**config.mk**
```make
export PLATFORM = sky130hd
export DESIGN_NAME = bbal_req_decode
export DESIGN_NICKNAME = d
export VERILOG_FILES = /design/src/rtl/bbal_pkg.sv /design/src/rtl/bbal_req_decode.sv
export SDC_FILE = /design/constraint.sdc
export NUM_CORES = 1
export LEC_CHECK = 0
export BUFFER_PORTS_ARGS = -buffer_cell sky130_fd_sc_hd__buf_4
export CAP_MARGIN = 5
export CORE_ASPECT_RATIO = 1.2
export CORE_MARGIN = 2
export CORE_UTILIZATION = 25
export DETAILED_ROUTE_END_ITERATION = 10
export PLACE_DENSITY_LB_ADDON = 0.12
export SLEW_MARGIN = 20
export SYNTH_ARGS = -nofsm -noshare
export SYNTH_HDL_FRONTEND = slang
export SYNTH_SLANG_ARGS = --single-unit
```
**constraint.sdc**
```tcl
create_clock -name vclk -period 4.7
set_input_delay 0.94 -clock vclk [all_inputs]
set_output_delay 0.94 -clock vclk [all_outputs]
set_load 0.03 [all_outputs]
```
**src/rtl/bbal_pkg.sv**
```systemverilog
package bbal_pkg;

  localparam int unsigned CLS_W = 6;

  typedef enum logic [3:0] {
    ST_CLEAR,
    ST_IDLE,
    ST_SRCH,
    ST_BACK,
    ST_MARK,
    ST_FCHK,
    ST_FUP,
    ST_FBUD,
    ST_DONE
  } state_e;

  typedef enum logic [1:0] {
    STAT_OK      = 2'd0,
    STAT_BAD     = 2'd1,
    STAT_NOSPACE = 2'd2,
    STAT_NOTHELD = 2'd3
  } status_e;

  typedef enum logic {
    OP_ALLOC = 1'b0,
    OP_FREE  = 1'b1
  } op_e;

  typedef struct packed {
    logic taken;
    logic split;
  } flags_t;

  typedef struct packed {
    logic             alloc_bad;
    logic [CLS_W-1:0] want;
    logic             free_bad;
    logic [CLS_W-1:0] free_class;
  } decode_t;

  // floor(log2(v)) for v > 0
  function automatic logic [CLS_W-1:0] flog2_18(input logic [17:0] v);
    logic [CLS_W-1:0] r;
    r = '0;
    for (int i = 0; i < 18; i++) begin
      if (v[i]) r = CLS_W'(i);
    end
    return r;
  endfunction

  function automatic logic [CLS_W-1:0] flog2_13(input logic [12:0] v);
    logic [CLS_W-1:0] r;
    r = '0;
    for (int i = 0; i < 13; i++) begin
      if (v[i]) r = CLS_W'(i);
    end
    return r;
  endfunction

endpackage

```
**src/rtl/bbal_req_decode.sv**
```systemverilog
// Request decode: size class for an allocate, range and class for a free.
module bbal_req_decode #(
  parameter int unsigned MAX_CLASS    = 16,
  parameter int unsigned MIN_CLASS    = 5,
  parameter int unsigned HEADER_BYTES = 8
) (
  input  logic [16:0]           request_bytes_i,
  input  logic [11:0]           block_node_i,
  output bbal_pkg::decode_t     dec_o
);

  localparam int unsigned LEVELS = MAX_CLASS - MIN_CLASS + 1;
  localparam int unsigned NODES  = (1 << LEVELS) - 1;

  logic [17:0] total;
  logic [17:0] total_m1;
  logic [33:0] region;
  logic [bbal_pkg::CLS_W-1:0] ceil_c;
  logic [bbal_pkg::CLS_W-1:0] depth;
  logic [12:0] node_p1;

  assign total    = 18'(request_bytes_i) + 18'(HEADER_BYTES);
  assign total_m1 = total - 18'd1;
  assign region   = 34'(1) << MAX_CLASS;
  assign ceil_c   = (total <= 18'd1) ? '0 : bbal_pkg::flog2_18(total_m1) + 1'b1;
  assign node_p1  = 13'(block_node_i) + 13'd1;
  assign depth    = bbal_pkg::flog2_13(node_p1);

  always_comb begin
    dec_o.alloc_bad  = (request_bytes_i == '0) || (34'(total) > region);
    dec_o.want       = (ceil_c < bbal_pkg::CLS_W'(MIN_CLASS)) ?
                       bbal_pkg::CLS_W'(MIN_CLASS) : ceil_c;
    dec_o.free_bad   = (13'(block_node_i) >= 13'(NODES));
    dec_o.free_class = bbal_pkg::CLS_W'(MAX_CLASS) - depth;
  end

endmodule

```
Yosys cells after proc, flatten, opt, wreduce, memory -nomap -nowiden
Cells that the tools add are included.

Shift operators: 0. Multiply operators: 0. Bitwise operators: 0. Order comparisons: 4. Div/mod/pow operators: 0. Eq/ne operators: 0. Add/sub/neg operators: 5. Multiplexer cells: 31. Reductions and logical operators: 2.

Operators by type and width (number): 6-bit 2-to-1 mux (29); 17-bit by 4-bit adder with 18-bit output (second input constant) (1); 18-bit by 17-bit greater-than comparator with 1-bit output (second input constant) (1); 18-bit by 1-bit less-or-equal comparator with 1-bit output (second input constant) (1); 18-bit by 1-bit subtractor with 18-bit output (second input constant) (1); 17-bit logical NOT (1); 12-bit by 1-bit adder with 13-bit output (second input constant) (1); 12-bit >= comparator (second input constant) (1); 6-bit by 1-bit adder with 6-bit output (second input constant) (1); 6-bit by 3-bit less-than comparator with 1-bit output (second input constant) (1); 5-bit by 6-bit subtractor with 6-bit output (first input constant) (1); 1-bit 2-to-1 mux (2); 1-bit logical OR (1).

ROM bits: 0. Register bits: 0. Latch bits: 0. Memories kept: 0. Bits of input ports: 29. Word-level logic and storage cells: 42. Memory bits (writable): 0.

Depth between registers and ports, before layout
Gate-level depths: netlist (run 1).

Word-level depth: 23. Mapped depth: 16. Gate-level depth less buffers: 15.

Worst setup path after synthesis (run 1)
Ideal clock, no wire load.

Path type: input -> output. Start point: input request_bytes_i[3]. End point: output dec_o[7] in the netlist's numbering. Setup slack: -0.768 ns. Stages: 14. Data arrival time: 4.528 ns. Path buffers: 1. Data required time: 3.760 ns. Cell sequence: ha_1 -> clkbuf_1 -> nor4bb_1 -> nand2_1 -> a21oi_1 -> nand3_1 -> o21ai_0 -> o311ai_1 -> a31o_1 -> and2b_4 -> ha_1 -> a21oi_1 -> nor2_1 -> o32ai_1.

RTL lines: start: declaration (RTL line bbal_req_decode.sv:7) `input logic [16:0] request_bytes_i,`; end: declaration (RTL line bbal_req_decode.sv:9) `output bbal_pkg::decode_t dec_o`.

==> results of run 1 <==
==> stage by stage <==
stage	area [um2]	TNS [ns]	power (W)	instances	util, %
final	3520	-0.252	0.000275	539	43.9
after floorplan	2290	-0.0844	0.000148	327	-
after global routing	3520	-0.699	0.000300	539	43.9
after CTS	3320	-0.232	0.000262	532	41.4
after detailed placement	3200	-0.721	0.000248	529	39.9
after global placement	3200	-0.651	0.000248	529	39.9
==> worst max-delay path, stage by stage <==
cell and delay, ns:
buf_8 0.09, ha_4 0.15, nand4_1 0.14, buf_4 0.19, or3_1 0.30, and3_2 0.26, o21ai_4 0.20, nor2_1 0.08
mux2_2 0.28, a31o_1 0.22, and2b_4 0.19, ha_4 0.17, mux2_4 0.28, a21oi_4 0.14, o32ai_4 0.09, buf_6 0.16
==> cells in the mapped netlist, types with 3 or more instances <==
cell,n,area share (%)
o211ai_1,8,3.0
nor2b_1,5,1.5
a21oi_1,26,6.4
inv_1,13,2.4
a21o_1,3,1.1
nor4_1,6,1.8
buf_2,4,0.99
nor2_1,29,5.4
or2_2,6,1.8
xnor2_1,15,6.5
and3_1,6,1.8
o21ai_0,22,5.4
ha_1,7,4.3
nor3_1,16,3.9
o2111ai_1,3,1.3
mux2i_1,5,2.5
buf_4,7,2.6
clkbuf_1,8,1.5
and4_1,3,1.3
nand4_1,8,2.5
and2_1,6,1.8
o22a_1,4,1.7
or3_1,6,1.8
o31ai_1,5,1.8
a31oi_1,7,2.2
nand3_1,10,2.5
nand2_1,33,6.1
xor2_1,4,1.7
o22ai_1,4,1.2
nand2b_1,6,1.8
==> timing repair <==
action                                 4_1_cts  5_1_grt
setup buffers                                3        7
endpoints found under the hold margin        0        0
setup endpoints to repair                    4        7
pin swaps                                   20       23
resized for setup                           21       29
==> worst paths after layout <==
check | slack (ns) | end
hold / removal | 2.35 | dec_o[13]
setup / recovery | -0.13 | dec_o[7]
==> layout make-up <==
cell class         count  share of cell area [%]
multi-input cells    295                    65.1
well taps             95                    3.37
repair buffers       136                    30.1
inverters             13                    1.38
==> cell families (layout without fill, tap and decap cells) <==
kind of cell             Yosys count  in the layout
AO/OA/AOI/OAI                    109            109
adder cells (fa/ha/maj)            7              7
XOR/XNOR                          19             19
multiplexers                       7              7
other                              1              2
buffers and inverters             32            149
AND/OR/NAND/NOR                  151            151
==> power breakdown <==
group          leakage (nW)  switching [W]  internal [W]
Sequential                0              0             0
Combinational          1.40       0.000144      0.000132
Clock                     0              0             0
==> routing by layer <==
metal / up-vias / wire length [um] / GRT usage, %
met5: - / 0 / 0
met4: 0 / 77 / 2.16
met3: 6 / 177 / 0.240
met2: 54 / 3950 / 32.1
met1: 1326 / 3470 / 21.6
li1: 1476 / - / -
==> impl_metrics.env, run 1 <==
export IMPL_status="complete, but fails checks"
export IMPL_violations="setup timing"
export IMPL_drv_slew=0
export IMPL_synth_cell_type_count=62
export IMPL_setup_viol=3
export IMPL_dr_pass1_iters=6
export IMPL_grt_max_degree=12
export IMPL_startpoint_type="primary input"
export IMPL_register_area_um2=0
export IMPL_ios=43
export IMPL_max_freq_mhz=207
export IMPL_vdd_ir_drop_worst_mv=0.0429
export IMPL_synth_area_per_cell_um2=6.23
export IMPL_nets=482
export IMPL_yosys_warnings=0
export IMPL_hp_start="request_bytes_i[15]"
export IMPL_wl_per_cell_um=14.2
export IMPL_crit_type="in2out"
export IMPL_grt_pass1_vias=2653
export IMPL_place_ws_ns=-0.340
export IMPL_synthAdderAreaFrac_pct=4.31
export IMPL_tightest_slew_ns=0.504
export IMPL_rsz0062_at_grt="true"
export IMPL_required_ns=3.76
export IMPL_drc_errors=0
export IMPL_cts_hold_fix_buffers=0
export IMPL_finalCritPeriodShare_pct=103
export IMPL_clkbuf_count=0
export IMPL_die_area_mm2=0.00886
export IMPL_globalplace_congestion=0.840
export IMPL_synth_compound_area_share_pct=36.2
export IMPL_post_dp_hpwl_um=6290
export IMPL_synthSimpleGateAreaFrac_pct=40.0
export IMPL_yosys_area_share_xor_xnor_pct=8.19
export IMPL_viasPerCell=5.31
export IMPL_drt_antenna_violating_nets=0
export IMPL_drtIter0Drc=55
export IMPL_seq_cell_count=0
export IMPL_whs_ns=2.35
export IMPL_synthMuxAreaShare_pct=3.57
export IMPL_final_cell_mix="buf_4, nand2_1, nor2_1"
export IMPL_die_w_um=86.3
export IMPL_via_count=2862
export IMPL_antenna_found_initial=0
export IMPL_hold_viol_final=0
export IMPL_grt_ovfl_total=0
export IMPL_cellPowerDensity_mw_per_mm2=78.2
export IMPL_netlist_area_mm2=0.00203
export IMPL_synth_top_family_by_area="simple AND/OR/NAND/NOR gates"
export IMPL_drive_above_1_share_pct=44.6
export IMPL_num_antenna_cells=0
export IMPL_initial_core_util_pct=25.3
export IMPL_grtUsageTotal_pct=16.8
export IMPL_worstHoldPathType="in2out"
export IMPL_synthCells=326
export IMPL_p_leak_nw=1.40
export IMPL_final_common_cell="buf_4"
export IMPL_crit_path_max_fanout=5
export IMPL_grt_pass1_wl_um=12500
export IMPL_hold_depth=5
export IMPL_crit_path_end_kind="output pin"
export IMPL_cp_arrival_ns=3.89
export IMPL_fillers=840
export IMPL_fin_ws_ns=-0.129
export IMPL_seq_area_frac_synth_pct=0
export IMPL_startpoint="request_bytes_i[4]"
export IMPL_drv_cap=0
export IMPL_max_slew_margin_pct=66.1
export IMPL_area_delta_synth_final_pct=73.5
export IMPL_io_buffers=41
export IMPL_multiInputGateArea_mm2=0.00229
export IMPL_placementRows=36
export IMPL_finalCriticalPeriod_ns=4.83
export IMPL_fp_dieH_um=103
export IMPL_wl_um=7670
export IMPL_core_area_mm2=0.00802
No activity file was read; power rests on OpenSTA's default activity.
==> run 2, diff against run 1 <==
- clock period: 4.7 -> 5.23 ns (I/O delays scaled with it)
==> run 2 against run 1 <==
The flow now finishes without violations. Sequential share of layout area unchanged. Setup slack improved by 0.29 ns. Flip-flop and latch count stayed put. Critical path depth stayed put. Final cell count fell by 3.2%. Combinational power down 16%. Global-route usage decreased by 0.85 points. Cell area is 5.5% lower. Die area unchanged. Clock-buffer cell count unchanged. Routed wire length decreased by 4.4%.
==> impl_metrics.env, run 2 (same netlist as run 1, synthesis figures left out) <==
export IMPL_cp_arrival_ns=4.02
export IMPL_slowest_delay_ns=0.28
export IMPL_p_int_w=0.000108
export IMPL_crit_top_cell="ha_4"
export IMPL_wl_per_cell_um=14.0
export IMPL_clkbuf_count=0
export IMPL_place_ws_ns=-0.226
export IMPL_grtUsageMet3_pct=0
export IMPL_status="finished clean"
export IMPL_antenna_found_initial=0
export IMPL_fin_ws_ns=0.162
export IMPL_placementRows=36
export IMPL_p_leak_nw=1.32
export IMPL_whs_ns=2.58
export IMPL_io_buffers=41
export IMPL_p_comb_share_pct=100.0
export IMPL_required_ns=4.18
export IMPL_grt_max_degree=13
export IMPL_final_common_cell="buf_4"
export IMPL_holdPathEnd="dec_o[13]"
export IMPL_crit_type="in2out"
export IMPL_finalCritPeriodShare_pct=96.9
export IMPL_cp_cell_sequence="buf_12, ha_4, nand4_1, nor2_2, o211ai_1, buf_4, nor3_2, xor2_1, o221ai_1, a31o_1, and2b_4, ha_4, mux2_4, a21oi_4, o32ai_4, buf_6"
export IMPL_area_delta_synth_final_pct=64.0
export IMPL_cts_hold_fix_buffers=0
export IMPL_drtIter0Drc=92
export IMPL_crit_buf_inv=3
export IMPL_seqPwrFrac_pct=0
export IMPL_setup_viol=0
export IMPL_grt_pass1_wl_um=12000
export IMPL_grt_ovfl_total=0
export IMPL_finalCriticalPeriod_ns=5.07
export IMPL_drv_slew=0
export IMPL_max_freq_mhz=197
export IMPL_top_usage_layer="met2"
export IMPL_hold_depth=5
export IMPL_fillers=860
export IMPL_seq_cell_count=0
export IMPL_nets=465
export IMPL_dr_pass1_iters=4
export IMPL_grtUsageTotal_pct=15.9
export IMPL_crit_path_end_kind="output pin"
export IMPL_grt_use_met1_pct=20.9
export IMPL_drt_antenna_violating_nets=0
export IMPL_fp_dieH_um=103
export IMPL_die_w_um=86.3
export IMPL_cpMaxStageDelayCell="mux2_4"
export IMPL_startpoint_type="primary input"
export IMPL_hp_start="request_bytes_i[15]"
export IMPL_vdd_ir_drop_worst_mv=0.0305
export IMPL_initial_core_util_pct=25.3
export IMPL_fin_util_pct=41.5
export IMPL_critPathTopFamily="simple AND/OR/NAND/NOR gates"
export IMPL_hold_viol_final=0
export IMPL_swShare_pct=53.4
export IMPL_cellPowerDensity_mw_per_mm2=69.4
export IMPL_drive_above_1_share_pct=40.5
export IMPL_register_area_um2=0
export IMPL_die_area_mm2=0.00886
export IMPL_via_count=2784
export IMPL_final_cell_mix="buf_4, nand2_1, nor2_1"
export IMPL_globalplace_congestion=0.798
export IMPL_grt_pass1_vias=2545
export IMPL_ios=43
export IMPL_num_antenna_cells=0
export IMPL_netSwitchingPower_w=0.000123
export IMPL_core_area_mm2=0.00802
export IMPL_grtUsageMet2_pct=31.1
export IMPL_dpl_cell_area_mm2=0.00291
export IMPL_worstHoldPathType="in2out"
export IMPL_post_dp_hpwl_um=6040
export IMPL_fin_tns_setup_ns=0
export IMPL_clock_power_share_pct=0
export IMPL_final_cell_area_mm2=0.00333
export IMPL_crit_path_max_fanout=7
export IMPL_multiInputGateArea_mm2=0.00222
export IMPL_drv_cap=0
export IMPL_rsz0062_at_grt="true"
export IMPL_viasPerCell=5.33
export IMPL_drc_errors=0
export IMPL_wl_um=7330
-- run 2: cell types whose count changed in the layout (fill, tap and decap cells not counted), sizes merged --
cell,delta
buf,-17
-- run 2: area by class of cell --
class | instances | area share, %
Tap cell | 95 | 3.57
Multi-Input combinational cell | 295 | 66.6
Timing Repair Buffer | 119 | 28.4
Inverter | 13 | 1.47
-- run 2: metal layers --
| layer | wire [um] | part of all wire, % | vias up |
|---|---|---|---|
| li1 | - | - | 1442 |
| met1 | 3220 | 44 | 1302 |
| met2 | 3970 | 54 | 40 |
| met3 | 144 | 2.0 | 0 |
| met4 | 0 | 0 | 0 |
| met5 | 0 | 0 | - |
-- run 2: power by group through the flow --
| stage | Combinational [W] | Sequential (W) | Clock (W) |
|---|---|---|---|
| 6_report | 0.000231 | 0 | 0 |
| 5_1_grt | 0.000253 | 0 | 0 |
| 4_1_cts | 0.000208 | 0 | 0 |
| 3_5_place_dp | 0.000203 | 0 | 0 |
| 3_3_place_gp | 0.000202 | 0 | 0 |
| 2_1_floorplan | 0.000118 | 0 | 0 |
-- run 2: worst max path at each step --
stage	from	end	slack [ns]	depth (start not counted)
2_1_floorplan	request_bytes_i[3]	dec_o[9]	0.02	14
3_3_place_gp	request_bytes_i[3]	dec_o[7]	-0.22	16
3_5_place_dp	request_bytes_i[3]	dec_o[7]	-0.23	16
4_1_cts	request_bytes_i[6]	dec_o[7]	0.01	16
5_1_grt	request_bytes_i[4]	dec_o[7]	-0.05	17
6_report	request_bytes_i[4]	dec_o[7]	0.16	16
-- run 2: stage by stage --
step                      total power [W]  std cells
after floorplan                  0.000118        327
after global placement           0.000202        513
after detailed placement         0.000203        513
after CTS                        0.000208        513
after global routing             0.000253        522
final                            0.000231        522
-- run 2: worst min-delay path: cells and delay by family --
family	cells	cell delay [ns]
compound gates	1	0.10
buf+inv	2	0.28
simple gates	2	0.10
-- run 2: what timing repair did --
action	in CTS	in global routing
setup endpoints to repair	4	4
pin swaps	1	19
buffers inserted	0	9
gates resized for setup	11	56
==> run 3, diff against run 2 <==
- CAP_MARGIN: 5 -> 20
- CORE_UTILIZATION: 25 -> 30
==> run 3 against run 2 <==
Via count unchanged. Power decreased by 4.1%. Final cell count decreased by 4.0%. First-iteration DRC count increased by 82%. Sequential share of layout area unchanged. Routed wire length decreased by 4.1%. Combinational power decreased by 4%. Cell area decreased by 5.9%. Maximum frequency decreased by 0.79%. Setup slack got worse by 0.040 ns. Critical path depth decreased by 2. Clock-buffer cell count unchanged. Critical endpoint is now dec_o[8]. Largest cell class unchanged.
==> impl_metrics.env, run 3 (same netlist as run 1, synthesis figures left out) <==
export IMPL_status="finished clean"
export IMPL_viasPerCell=5.56
export IMPL_max_freq_mhz=196
export IMPL_fp_dieH_um=94.1
export IMPL_wl_um=7030
export IMPL_worstHoldPathType="in2out"
export IMPL_place_ws_ns=-0.111
export IMPL_initial_core_util_pct=31.3
export IMPL_via_count=2784
export IMPL_drv_slew=0
export IMPL_startpoint_type="primary input"
export IMPL_antenna_found_initial=0
export IMPL_crit_path_max_fanout=7
export IMPL_fillers=678
export IMPL_critPathTopFamily="compound AO/OA/AOI/OAI gates"
export IMPL_cts_hold_fix_buffers=0
export IMPL_grt_max_degree=12
export IMPL_final_cell_area_mm2=0.00314
export IMPL_multiInputGateArea_mm2=0.00214
export IMPL_drive_above_1_share_pct=38.7
export IMPL_crit_type="in2out"
export IMPL_dpl_cell_area_mm2=0.00284
export IMPL_io_buffers=41
export IMPL_final_cell_mix="buf_4, nand2_1, nor2_1"
export IMPL_ios=43
export IMPL_cpMaxStageDelayCell="a211oi_2"
export IMPL_globalplace_congestion=0.878
export IMPL_finalCriticalPeriod_ns=5.11
export IMPL_holdPathEnd="dec_o[13]"
export IMPL_grt_pass1_vias=2546
export IMPL_grtUsageTotal_pct=18.4
export IMPL_clkbuf_count=0
export IMPL_slowest_delay_ns=0.38
export IMPL_vdd_ir_drop_worst_mv=0.0409
export IMPL_die_w_um=79.1
export IMPL_register_area_um2=0
export IMPL_setup_viol=0
export IMPL_crit_buf_inv=4
export IMPL_cellPowerDensity_mw_per_mm2=70.7
export IMPL_hold_viol_final=0
export IMPL_dr_pass1_iters=4
export IMPL_post_dp_hpwl_um=5730
export IMPL_fin_util_pct=48.3
export IMPL_die_area_mm2=0.00745
export IMPL_hp_start="request_bytes_i[15]"
export IMPL_core_area_mm2=0.00649
export IMPL_tightest_slew_ns=0.540
export IMPL_max_slew_margin_pct=63.7
export IMPL_num_antenna_cells=0
export IMPL_drv_cap=0
export IMPL_grt_pass1_wl_um=11600
export IMPL_cp_arrival_ns=4.06
export IMPL_placementRows=32
export IMPL_final_common_cell="buf_4"
export IMPL_p_leak_nw=1.23
export IMPL_finalPower_w=0.000222
export IMPL_drc_errors=0
export IMPL_crit_path_end_kind="output pin"
export IMPL_drt_antenna_violating_nets=0
export IMPL_cp_cell_sequence="buf_4, or3_1, o22ai_2, o211ai_1, buf_4, nor3_4, xor2_2, o311ai_2, a31o_1, and2b_4, buf_4, a211oi_2, o21a_1, buf_6"
export IMPL_finalCritPeriodShare_pct=97.7
export IMPL_fin_ws_ns=0.122
export IMPL_nets=454
export IMPL_seq_cell_count=0
export IMPL_area_delta_synth_final_pct=54.4
export IMPL_grt_ovfl_total=0
export IMPL_hold_depth=5
export IMPL_wl_per_cell_um=14.0
export IMPL_drtIter0Drc=167
export IMPL_crit_top_cell="buf_4"
export IMPL_required_ns=4.18
run 3: how the worst max path moves through the flow:
stage	from	end	slack [ns]	cells after the start
final	request_bytes_i[8]	dec_o[8]	0.12	14
after global routing	request_bytes_i[1]	dec_o[8]	-0.08	20
after CTS	request_bytes_i[3]	dec_o[8]	0.02	15
after detailed placement	request_bytes_i[3]	dec_o[7]	-0.11	14
after global placement	request_bytes_i[7]	dec_o[7]	-0.06	15
after floorplan	request_bytes_i[3]	dec_o[9]	0.02	14
run 3: timing repair:
| item | CTS | global route |
|---|---|---|
| setup endpoints to repair | 3 | 4 |
| gates resized for setup | 7 | 42 |
| hold endpoints to repair | 0 | 0 |
| setup buffers | 0 | 6 |
| pin swaps | 3 | 17 |
run 3: area by class of cell:
cell class	instances	area share [%]
Timing Repair Buffer	108	26.8
Multi-Input combinational cell	295	68.2
Tap cell	85	3.39
Inverter	13	1.56
run 3: stage by stage:
| step | std cells | TNS (ns) | hold slack [ns] |
|---|---|---|---|
| 2_1_floorplan | 327 | 0 | 2.32 |
| 3_3_place_gp | 495 | -0.0830 | 2.55 |
| 3_5_place_dp | 495 | -0.181 | 2.56 |
| 4_1_cts | 495 | 0 | 2.56 |
| 5_1_grt | 501 | -0.176 | 2.59 |
| 6_report | 501 | 0 | 2.56 |
run 3: routing by layer:
metal  vias up  global-route usage, %  share of wire (%)
met5         -                      0                  0
met4         0                   1.44               0.51
met3         4                  0.288                2.8
met2        56                   32.9                 50
met1      1308                   25.5                 47
li1       1416                      -                  -
run 3: power breakdown:
group          switching [W]  leakage, nW  total (W)  internal, W
clock network              0            0          0            0
logic               0.000120         1.23   0.000222     0.000102
registers                  0            0          0            0
